===== src/rtl/hoa_pkg.sv =====
// hoa_pkg: shared types and constants of the hierarchical object allocator
// no dependencies; imported by the interfaces, controller and datapath

package hoa_pkg;

    localparam int HANDLE_W = 13;

    typedef enum logic [3:0] {
        ST_IDLE,
        ST_ACHK,
        ST_SGO,
        ST_PRD,
        ST_PCALC,
        ST_PWR,
        ST_FDIV,
        ST_FRD,
        ST_FCHK,
        ST_FW1,
        ST_FW2,
        ST_EMIT
    } state_t;

    typedef enum logic [3:0] {
        CMD_IDLE,
        CMD_ACHK,
        CMD_SGO,
        CMD_PRD,
        CMD_PCALC,
        CMD_PWR,
        CMD_FDIV,
        CMD_FRD,
        CMD_FCHK,
        CMD_FW1,
        CMD_FW2,
        CMD_EMIT
    } cmd_t;

    typedef struct packed {
        logic in_valid;
        logic req_free;
        logic pool_empty;
        logic no_slot;
        logic steal_fail;
        logic no_free;
        logic bad_handle;
        logic idle_obj;
        logic emptied;
        logic pushed;
        logic emptied_q;
        logic out_free;
    } hoa_status_t;

endpackage


===== src/rtl/hoa_ctrl.sv =====
// hoa_ctrl: sequencer of the allocator, one command per cycle to the datapath
// depends on hoa_pkg

module hoa_ctrl
    import hoa_pkg::*;
(
    input  logic        clk,
    input  logic        rst_n,
    input  hoa_status_t st,
    output cmd_t        cmd
);

    state_t state_reg;
    state_t state_next;

    always_ff @(posedge clk or negedge rst_n)
    begin
        if (!rst_n)
        begin
            state_reg <= ST_IDLE;
        end
        else
        begin
            state_reg <= state_next;
        end
    end

    always_comb
    begin
        state_next = state_reg;
        cmd        = CMD_IDLE;
        unique case (state_reg)
            ST_IDLE:
            begin
                cmd = CMD_IDLE;
                if (st.in_valid)
                begin
                    state_next = st.req_free ? ST_FDIV : ST_ACHK;
                end
            end
            ST_ACHK:
            begin
                cmd = CMD_ACHK;
                priority if (!st.pool_empty)
                begin
                    state_next = ST_PRD;
                end
                else if (st.no_slot)
                begin
                    state_next = ST_EMIT;
                end
                else
                begin
                    state_next = ST_SGO;
                end
            end
            ST_SGO:
            begin
                cmd        = CMD_SGO;
                state_next = st.steal_fail ? ST_EMIT : ST_PRD;
            end
            ST_PRD:
            begin
                cmd        = CMD_PRD;
                state_next = ST_PCALC;
            end
            ST_PCALC:
            begin
                cmd        = CMD_PCALC;
                state_next = st.no_free ? ST_EMIT : ST_PWR;
            end
            ST_PWR:
            begin
                cmd        = CMD_PWR;
                state_next = ST_EMIT;
            end
            ST_FDIV:
            begin
                cmd        = CMD_FDIV;
                state_next = st.bad_handle ? ST_EMIT : ST_FRD;
            end
            ST_FRD:
            begin
                cmd        = CMD_FRD;
                state_next = ST_FCHK;
            end
            ST_FCHK:
            begin
                cmd = CMD_FCHK;
                priority if (st.idle_obj)
                begin
                    state_next = ST_EMIT;
                end
                else if (st.emptied || st.pushed)
                begin
                    state_next = ST_FW1;
                end
                else
                begin
                    state_next = ST_EMIT;
                end
            end
            ST_FW1:
            begin
                cmd        = CMD_FW1;
                state_next = st.emptied_q ? ST_FW2 : ST_EMIT;
            end
            ST_FW2:
            begin
                cmd        = CMD_FW2;
                state_next = ST_EMIT;
            end
            ST_EMIT:
            begin
                cmd = CMD_EMIT;
                if (st.out_free)
                begin
                    state_next = ST_IDLE;
                end
            end
            default:
            begin
                state_next = ST_IDLE;
            end
        endcase
    end

endmodule


===== config.mk =====
export PLATFORM = sky130hd
export DESIGN_NAME = hoa_ctrl
export DESIGN_NICKNAME = d
export VERILOG_FILES = /design/src/rtl/hoa_pkg.sv /design/src/rtl/hoa_ctrl.sv
export SDC_FILE = /design/constraint.sdc
export NUM_CORES = 1
export LEC_CHECK = 0
export BUFFER_PORTS_ARGS = -buffer_cell sky130_fd_sc_hd__buf_2
export CORE_AREA = 2 2 39 41
export DETAILED_ROUTE_END_ITERATION = 12
export DIE_AREA = 0 0 41 43
export PLACE_DENSITY = 0.67
export SYNTH_ARGS = -nofsm -noshare
export SYNTH_HDL_FRONTEND = slang
export SYNTH_SLANG_ARGS = --single-unit

===== constraint.sdc =====
create_clock -name clk -period 1.5 [get_ports clk]
set_input_delay 0.15 -clock clk [delete_from_list [all_inputs] [get_ports clk]]
set_output_delay 0.15 -clock clk [all_outputs]
set_load 0.05 [all_outputs]

==> results of run 1 <==
==> path summary, 6_finish.rpt <==
kind | end | slack (ps) | cells past startpoint
worst max-delay path | cmd[3] | 150 | 2
worst min-delay path | state_reg[1]$_DFFE_PN0P_ | 220 | 3
worst max register to register | state_reg[1]$_DFFE_PN0P_ | 170 | 4
worst min register to register | state_reg[2]$_DFFE_PN0P_ | 620 | 3
max in group asynchronous | state_reg[2]$_DFFE_PN0P_ | 1120 | 2
min in group asynchronous | state_reg[0]$_DFFE_PN0P_ | 250 | 2
==> cell usage after synthesis (all sizes together) <==
master	n	area share
o221a	1	0.028
mux2i	2	0.049
and2b	1	0.018
nor2b	5	0.089
o21bai	1	0.018
a21o	1	0.018
o21ai	5	0.061
nor3b	1	0.031
inv	1	0.0092
nand2b	1	0.015
a221o	1	0.025
a21boi	3	0.055
nand2	4	0.037
nor2	7	0.071
nand3	3	0.037
a21oi	4	0.058
a22oi	1	0.018
dfrtp	4	0.25
buf	4	0.080
o211ai	2	0.037
==> through the flow <==
stage / power [W] / std cells / utilization
6_report: 0.00129 / 87 / 0.384
5_1_grt: 0.00140 / 87 / 0.384
4_1_cts: 0.00130 / 87 / 0.383
3_5_place_dp: 0.00114 / 83 / 0.358
3_3_place_gp: 0.00113 / 83 / 0.358
2_1_floorplan: 0.00100 / 52 / -
==> area by class of cell <==
class / instances / area share
Multi-Input combinational cell: 43 / 0.511
Timing Repair Buffer: 20 / 0.212
Sequential cell: 4 / 0.191
Clock buffer: 3 / 0.0424
Tap cell: 16 / 0.0376
Inverter: 1 / 0.00706
==> per-layer routing <==
metal  part of all wire  GRT usage  vias to the layer above  wire [microns]
met3              0.056     0.0314                        0              50
met5                  0          0                        -               0
met2               0.49      0.181                       10             433
li1                   -          -                      225               -
met4                  0     0.0600                        0               0
met1               0.45      0.162                      197             402
==> worst max-delay path, cell delays in order (launching register included) <==
cell and delay (ps):
dfrtp_2 500, nor2b_2 230, buf_4 240
==> placed cells by master, fill, tap and decap left out <==
| cell type | instances |
|---|---|
| buf_2 | 16 |
| nor2_1 | 6 |
| nand2_1 | 4 |
| a21boi_1 | 3 |
| nor2b_1 | 3 |
| o21ai_1 | 3 |
| a21oi_1 | 3 |
| nand3_1 | 3 |
| clkbuf_4 | 3 |
| buf_4 | 3 |
| dfrtp_1 | 3 |
| nor2b_2 | 2 |
| o21ai_0 | 2 |
| o211ai_1 | 2 |
| mux2i_1 | 2 |
| and2b_1 | 1 |
| nor3b_2 | 1 |
| nor2_2 | 1 |
| a21oi_2 | 1 |
| inv_1 | 1 |
| o21bai_1 | 1 |
| a22oi_1 | 1 |
| nand2b_1 | 1 |
| o221a_1 | 1 |
| a21o_1 | 1 |
| a221o_1 | 1 |
| dlygate4sd3_1 | 1 |
| dfrtp_2 | 1 |
==> logic make-up (layout without fill, tap and decap cells) <==
logic type	after synthesis	count (layout)
mux	2	2
flops	4	4
compound gates	19	19
buf+inv	5	24
simple gates	22	22
==> what timing repair did <==
item                                    4_1_cts  5_1_grt
gates resized for setup                       1        1
pin swaps                                     0        0
endpoints found under the hold margin         4        0
endpoints found under the setup margin        1        3
hold buffers                                  1        0
==> power by group <==
part           total, W  internal [W]  switching, W  leakage [nW]
Sequential     0.000273      0.000169      0.000104        0.0479
Clock          0.000130     0.0000893     0.0000407        0.0138
Combinational  0.000883      0.000357      0.000526         0.188
==> impl_metrics.json, run 1 <==
{
  "outcome": "finished clean",
  "via_count": 432,
  "vdd_drop_max_mv": 0.593,
  "yosysSeqAreaShare": 0.245,
  "post-route-drc-count": 0,
  "setup_viol": 0,
  "power.density_nw_per_um2": 2420,
  "placed_cell_area_sq_um": 495,
  "crit_path_start_kind": "flop",
  "rsz0062_at_grt": "no",
  "clkSinkCount": 4,
  "cts_made_buffers": 3,
  "synth_xor_xnor_area_share": 0,
  "hpwlAfterDp_microns": 716,
  "worst_slew_pin_slew_ps": 299,
  "dp_slack_ps": 146,
  "ctsLongestPathBuffers": 2,
  "synth-seq-cells": 4,
  "grt_max_degree": 17,
  "whs_ps": 221,
  "fill_cells": 149,
  "syn_nets": 66,
  "synthAdderAreaFrac": 0,
  "hold_violations": 0,
  "port_buffers": 17,
  "clock_latency_ps": 230,
  "antenna_found_initial": 0,
  "seq_area_sq_um": 101,
  "avgViaCountPerCell": 4.97,
  "clkSlewWorstSetupHoldPaths_ps": 40,
  "ant_nets": 0,
  "h-tree-depth": 1,
  "diodes": 0,
  "max_freq_mhz": 743,
  "drtIter0Drc": 6,
  "synthCells": 52,
  "min_period_ps": 1350,
  "design.die.area_sq_um": 1760,
  "setup_ws_ps": 153,
  "root_buffer": "clkbuf_4",
  "final_layout_size_suffix_gt1_frac": 0.394,
  "yosysUniqueCellTypes": 26,
  "period_share": 0.898,
  "min_path_type": "input port to flop",
  "io_pins": 18,
  "final_cell_area_sq_um": 532,
  "grt_pass1_wl_mm": 1.51,
  "crit_fanout": 16,
  "start_util": 0.295,
  "synth_compound_area_frac": 0.319,
  "final_nets": 87,
  "startpoint": "state_reg[2]$_DFFE_PN0P_",
  "yosys.area_share.simple": 0.298,
  "synth.area.mux_share": 0.0491,
  "grt.total_usage": 0.124,
  "multiInputGateArea_sq_um": 272,
  "avgSynthCellArea_sq_um": 7.84,
  "cap_violations": 0,
  "largest_reg_flops": 4,
  "r2r_start": "state_reg[0]$_DFFE_PN0P_",
  "end_kind": "output port",
  "first_global_vias": 386,
  "cts_setup_buffers": 0,
  "yosysWarnings": 0,
  "leakage_nw": 0.250,
  "overflow": 0,
  "crit_arrival_ps": 1200,
  "gp_congestion": 0.738,
  "wl_microns": 887,
  "die_h_microns": 43,
  "synth_top_family_by_area": "compound AO/OA/AOI/OAI gates",
  "num_rows": 14,
  "netlist_area_sq_um": 408,
  "drt_pass1_iterations": 4,
  "wl_per_cell_microns": 10.2,
  "holdCritStartpoint": "st[4]",
  "die_x_microns": 41,
  "area_growth_pct": 30.4,
  "slew_viol_final": 0,
  "fin_tns_setup_ps": 0,
  "worst_ep_required_time_ps": 1350,
  "relSlewSlack": 0.800,
  "worstSetupPathType": "flop to output port",
  "cts_tree": "yes",
  "clock_skew_ps": 0.873,
  "core_area_sq_um": 1380
}
Note: power is estimated with default switching activity, not from simulation.
==> run 2: changes to the inputs <==
--- a/config.mk
+++ b/config.mk
@@ -10,6 +10,8 @@
 export DETAILED_ROUTE_END_ITERATION = 12
 export DIE_AREA = 0 0 41 43
 export PLACE_DENSITY = 0.67
+export REMOVE_ABC_BUFFERS = 1
+export SETUP_SLACK_MARGIN = 0.2
 export SYNTH_ARGS = -nofsm -noshare
 export SYNTH_HDL_FRONTEND = slang
 export SYNTH_SLANG_ARGS = --single-unit
==> run 2 against run 1 <==
Cell area up 12%; maximum frequency increased by 0.54%; clock skew about the same; worst setup slack better by 7.2 ps; count of clock-buffer cells in the layout stayed put; largest cell class unchanged; critical path type unchanged; clock power increased by 4%; sequential share of layout area fell by 1.4 points.
==> impl_metrics.json, run 2 (synthesized netlist as in run 1, its figures left out) <==
{
  "via_count": 473,
  "drt_pass1_iterations": 5,
  "diodes": 0,
  "largest_reg_flops": 4,
  "crit_family": "flip-flops",
  "post-route-drc-count": 0,
  "dpl.cell_count": 82,
  "wl_per_cell_microns": 13.1,
  "outcome": "finished clean",
  "leakage_nw": 0.272,
  "clkSinkCount": 4,
  "cts_made_buffers": 3,
  "worst_ep_required_time_ps": 1350,
  "design.die.area_sq_um": 1760,
  "port_buffers": 17,
  "relSlewSlack": 0.809,
  "crit_arrival_ps": 1190,
  "first_global_vias": 422,
  "die_x_microns": 41,
  "crit_path_start_kind": "flop",
  "final_nets": 90,
  "max_freq_mhz": 747,
  "final_layout_size_suffix_gt1_frac": 0.500,
  "rsz0062_at_grt": "yes",
  "vdd_drop_max_mv": 0.706,
  "antenna_found_initial": 0,
  "num_rows": 14,
  "holdCritStartpoint": "st[4]",
  "critPathSlowestCell": "dfrtp_2",
  "io_pins": 18,
  "root_buffer": "clkbuf_4",
  "cts_tree": "yes",
  "clock_skew_ps": 0.972,
  "core_area_sq_um": 1380,
  "ant_nets": 0,
  "power.density_nw_per_um2": 2510,
  "rr_worst_depth": 4,
  "period_share": 0.893,
  "grt_pass1_wl_mm": 1.66,
  "area_growth_pct": 46.0,
  "cap_violations": 0,
  "layout_commonest_cell": "buf_2",
  "grt.total_usage": 0.144,
  "hpwlAfterDp_microns": 749,
  "hold_violations": 0,
  "clkSlewWorstSetupHoldPaths_ps": 40,
  "ff2ff_setup_slack_ps": 220,
  "finalNonFillerCells": 90,
  "clock_latency_ps": 230,
  "worstSetupPathType": "flop to output port",
  "end_kind": "output port",
  "crit_chain": "nor2b_2, buf_6",
  "holdPathEnd": "state_reg[1]$_DFFE_PN0P_",
  "h-tree-depth": 1,
  "fin_util": 0.430,
  "r2r_end": "state_reg[0]$_DFFE_PN0P_",
  "worst_slew_pin_slew_ps": 287,
  "slew_viol_final": 0,
  "drtIter0Drc": 7,
  "grt_max_degree": 17,
  "start_util": 0.295,
  "max_stage_delay_ps": 530,
  "ctsLongestPathBuffers": 2,
  "die_h_microns": 43,
  "avgViaCountPerCell": 5.26,
  "final_cell_mix": "buf_2 (13), buf_4 (6), nor2_1 (5)",
  "crit_fanout": 15,
  "min_delay_path_depth": 3,
  "min_path_type": "input port to flop",
  "gp_congestion": 0.808,
  "r2r_start": "state_reg[2]$_DFFE_PN0P_",
  "setup_viol": 0,
  "min_period_ps": 1340,
  "overflow": 0,
  "critPathBufInv": 1,
  "wl_mm": 1.18
}
## run 2: cell types whose count changed in the layout (fill, tap and decap cells not counted), sizes merged
| cell | before | now |
|---|---|---|
| buf | 19 | 22 |
## run 2: what timing repair did
item / in CTS / in global routing
endpoints found under the setup margin: 6 / 6
gates cloned: 0 / 0
resized for setup: 11 / 7
setup buffers: 2 / 2
hold buffers: 1 / 0
pin swaps: 0 / 1
endpoints found under the hold margin: 4 / 0
## run 2: cell type report
class	count	area, sq um
Sequential cell	4	105
Inverter	1	3.75
Clock buffer	3	22.5
Fill cell	144	788
Tap cell	16	20.0
Timing Repair Buffer	23	154
Multi-Input combinational cell	43	290
## run 2: worst reg2reg max path: cells and delay by family, from the launching register on
family,cells,cell delay (ps)
flops,1,510
compound gates,4,650
## run 2: stage by stage
| step | worst slack, ps | cell area (sq um) | setup TNS, ps | hold WS (ps) | power [W] |
|---|---|---|---|---|---|
| floorplan | -344 | 375 | -758 | -146 | 0.000914 |
| global placement | 201 | 488 | 0 | -38.7 | 0.00110 |
| detailed placement | 169 | 488 | 0 | -39.5 | 0.00111 |
| CTS | 148 | 553 | 0 | 227 | 0.00136 |
| global route | 152 | 596 | 0 | 251 | 0.00159 |
| finish | 161 | 596 | 0 | 229 | 0.00149 |
## run 2: per-layer routing
metal  share of wire  vias up  track usage  wire, microns
met3           0.053        2       0.0314             63
met4           0.016        0        0.100             19
met5               0        -            0              0
met1            0.42      222        0.181            499
met2            0.51       19        0.206            596
li1                -      230            -              -
## run 2: how the worst max path moves through the flow
| stage | startpoint | to | slack [ps] | cells after the start |
|---|---|---|---|---|
| 6_report | state_reg[2]$_DFFE_PN0P_ | cmd[2] | 160 | 2 |
| 5_1_grt | state_reg[2]$_DFFE_PN0P_ | cmd[3] | 150 | 2 |
| 4_1_cts | state_reg[2]$_DFFE_PN0P_ | cmd[3] | 150 | 2 |
| 3_5_place_dp | state_reg[2]$_DFFE_PN0P_ | state_reg[0]$_DFFE_PN0P_ | 170 | 4 |
| 3_3_place_gp | state_reg[0]$_DFFE_PN0P_ | state_reg[1]$_DFFE_PN0P_ | 200 | 4 |
| 2_1_floorplan | state_reg[2]$_DFFE_PN0P_ | cmd[0] | -340 | 1 |
## run 2: power by group
part,switching [W],internal (W),leakage (nW)
clock network,0.0000452,0.0000896,0.0138
registers,0.000175,0.000177,0.0447
logic,0.000531,0.000476,0.214
==> run 3: changes to the inputs <==
--- a/config.mk
+++ b/config.mk
@@ -6,10 +6,12 @@
 export NUM_CORES = 1
 export LEC_CHECK = 0
 export BUFFER_PORTS_ARGS = -buffer_cell sky130_fd_sc_hd__buf_2
-export CORE_AREA = 2 2 39 41
+export CELL_PAD_IN_SITES_DETAIL_PLACEMENT = 1
+export CELL_PAD_IN_SITES_GLOBAL_PLACEMENT = 2
+export CORE_MARGIN = 2
+export CORE_UTILIZATION = 23
 export DETAILED_ROUTE_END_ITERATION = 12
-export DIE_AREA = 0 0 41 43
-export PLACE_DENSITY = 0.67
+export PLACE_DENSITY = 0.84
 export REMOVE_ABC_BUFFERS = 1
 export SETUP_SLACK_MARGIN = 0.2
 export SYNTH_ARGS = -nofsm -noshare
==> run 3 against run 2 <==
Clock power increased by 7%; sequential power fell by 24%; critical path depth up 1; non-clock buffer count rose by 8; critical path type unchanged; critical endpoint unchanged; largest cell class unchanged; highest routed layer unchanged.
==> impl_metrics.json, run 3 (synthesized netlist as in run 1, its figures left out) <==
{
  "worst_ep_required_time_ps": 1350,
  "gp_congestion": 0.753,
  "h-tree-depth": 1,
  "min_path_type": "input port to flop",
  "leakage_nw": 0.319,
  "die_h_microns": 46.1,
  "outcome": "finished clean",
  "holdPathEnd": "state_reg[1]$_DFFE_PN0P_",
  "core_area_sq_um": 1690,
  "grt.total_usage": 0.139,
  "internal_power_w": 0.000920,
  "rsz0062_at_grt": "yes",
  "worstSetupPathType": "flop to output port",
  "hold_violations": 0,
  "avgViaCountPerCell": 5.03,
  "start_util": 0.241,
  "rr_worst_depth": 5,
  "grt_pass1_wl_mm": 2.00,
  "placed_cell_area_sq_um": 497,
  "r2r_start": "state_reg[2]$_DFFE_PN0P_",
  "diodes": 0,
  "port_buffers": 17,
  "first_global_vias": 461,
  "holdCritStartpoint": "st[4]",
  "overflow": 0,
  "vdd_drop_max_mv": 0.808,
  "post-route-drc-count": 0,
  "area_growth_pct": 65.0,
  "multiInputGateArea_sq_um": 289,
  "fill_cells": 221,
  "wl_per_cell_microns": 14.5,
  "ff2ff_setup_slack_ps": 220,
  "power.density_nw_per_um2": 2590,
  "wl_mm": 1.43,
  "final_layout_size_suffix_gt1_frac": 0.537,
  "power.switching_w": 0.000826,
  "crit_fanout": 7,
  "fin_util": 0.399,
  "min_delay_path_depth": 3,
  "setup_viol": 0,
  "layout_commonest_cell": "buf_2",
  "antenna_found_initial": 0,
  "final_cell_mix": "buf_2 (13), buf_4 (10), nor2_1 (5), buf_6 (5)",
  "worst_slew_pin_slew_ps": 214,
  "drt_pass1_iterations": 4,
  "r2r_end": "state_reg[0]$_DFFE_PN0P_",
  "crit_path_start_kind": "flop",
  "ctsLongestPathBuffers": 2,
  "whs_ps": 217,
  "die_x_microns": 46.1,
  "via_count": 498,
  "clock_skew_ps": 5.40,
  "drtIter0Drc": 3,
  "grt_max_degree": 15,
  "period_share": 0.886,
  "num_rows": 15,
  "largest_reg_flops": 4,
  "crit_arrival_ps": 1180,
  "design.die.area_sq_um": 2130,
  "io_pins": 18,
  "p_seq_frac": 0.153,
  "clock_latency_ps": 250,
  "fin_tns_setup_ps": 0,
  "combPwrFrac": 0.764,
  "cts_tree": "yes",
  "p_sw_frac": 0.473,
  "hpwlAfterDp_microns": 880,
  "clkSinkCount": 4,
  "final_nets": 98,
  "cts_made_buffers": 3,
  "clkPwrFrac": 0.083,
  "clkSlewWorstSetupHoldPaths_ps": 40,
  "final_cell_area_sq_um": 673,
  "seq_area_sq_um": 103,
  "ant_nets": 0,
  "max_freq_mhz": 752,
  "min_period_ps": 1330,
  "end_kind": "output port",
  "relSlewSlack": 0.857,
  "root_buffer": "clkbuf_4",
  "cap_violations": 0,
  "slew_viol_final": 0
}
run 3: cell type report:
class / count / share of cell area
tap: 17 / 0.0316
multi-input combinational: 43 / 0.429
clock buffer: 3 / 0.0335
timing repair buffer: 31 / 0.348
inverter: 1 / 0.00558
sequential: 4 / 0.152
run 3: power by group through the flow:
stage / combinational [W] / clock [W] / sequential [W]
after floorplan: 0.000630 / 0 / 0.000285
after CTS: 0.00108 / 0.000151 / 0.000292
final: 0.00133 / 0.000144 / 0.000268
after detailed placement: 0.000865 / 0 / 0.000297
after global routing: 0.00143 / 0.000157 / 0.000281
after global placement: 0.000855 / 0 / 0.000291
run 3: how the worst max path moves through the flow:
stage                                   from                  endpoint  slack, ps  depth (start not counted)
CTS                 state_reg[3]$_DFFE_PN0P_                    cmd[3]        170                          3
global placement    state_reg[2]$_DFFE_PN0P_  state_reg[0]$_DFFE_PN0P_        170                          4
global route        state_reg[2]$_DFFE_PN0P_                    cmd[2]        110                          3
detailed placement  state_reg[0]$_DFFE_PN0P_  state_reg[1]$_DFFE_PN0P_        140                          4
finish              state_reg[2]$_DFFE_PN0P_                    cmd[2]        170                          3
floorplan           state_reg[2]$_DFFE_PN0P_                    cmd[0]       -340                          1
run 3: what timing repair did:
action                                 CTS  global route
setup endpoints to repair                6             7
hold buffers                             1             0
pin swaps                                0             5
gates resized for setup                 12             7
buffers inserted                         6             5
endpoints found under the hold margin    4             0
run 3: layer usage:
layer,vias up,global-route usage,part of all wire
met5,-,0,0
met4,0,0.103,0.022
met3,4,0.0275,0.037
met2,13,0.242,0.55
met1,236,0.146,0.39
li1,245,-,-
run 3: per-stage QoR:
step,worst slack [ps],instances,power (W)
floorplan,-344,48,0.000914
global placement,170,84,0.00115
detailed placement,136,84,0.00116
CTS,169,94,0.00153
global route,111,99,0.00187
finish,171,99,0.00175
run 3: critical path, stage by stage (launching register included):
cell and delay [ps]:
dfrtp_2 440, clkbuf_4 190, nor2b_2 160, buf_6 140
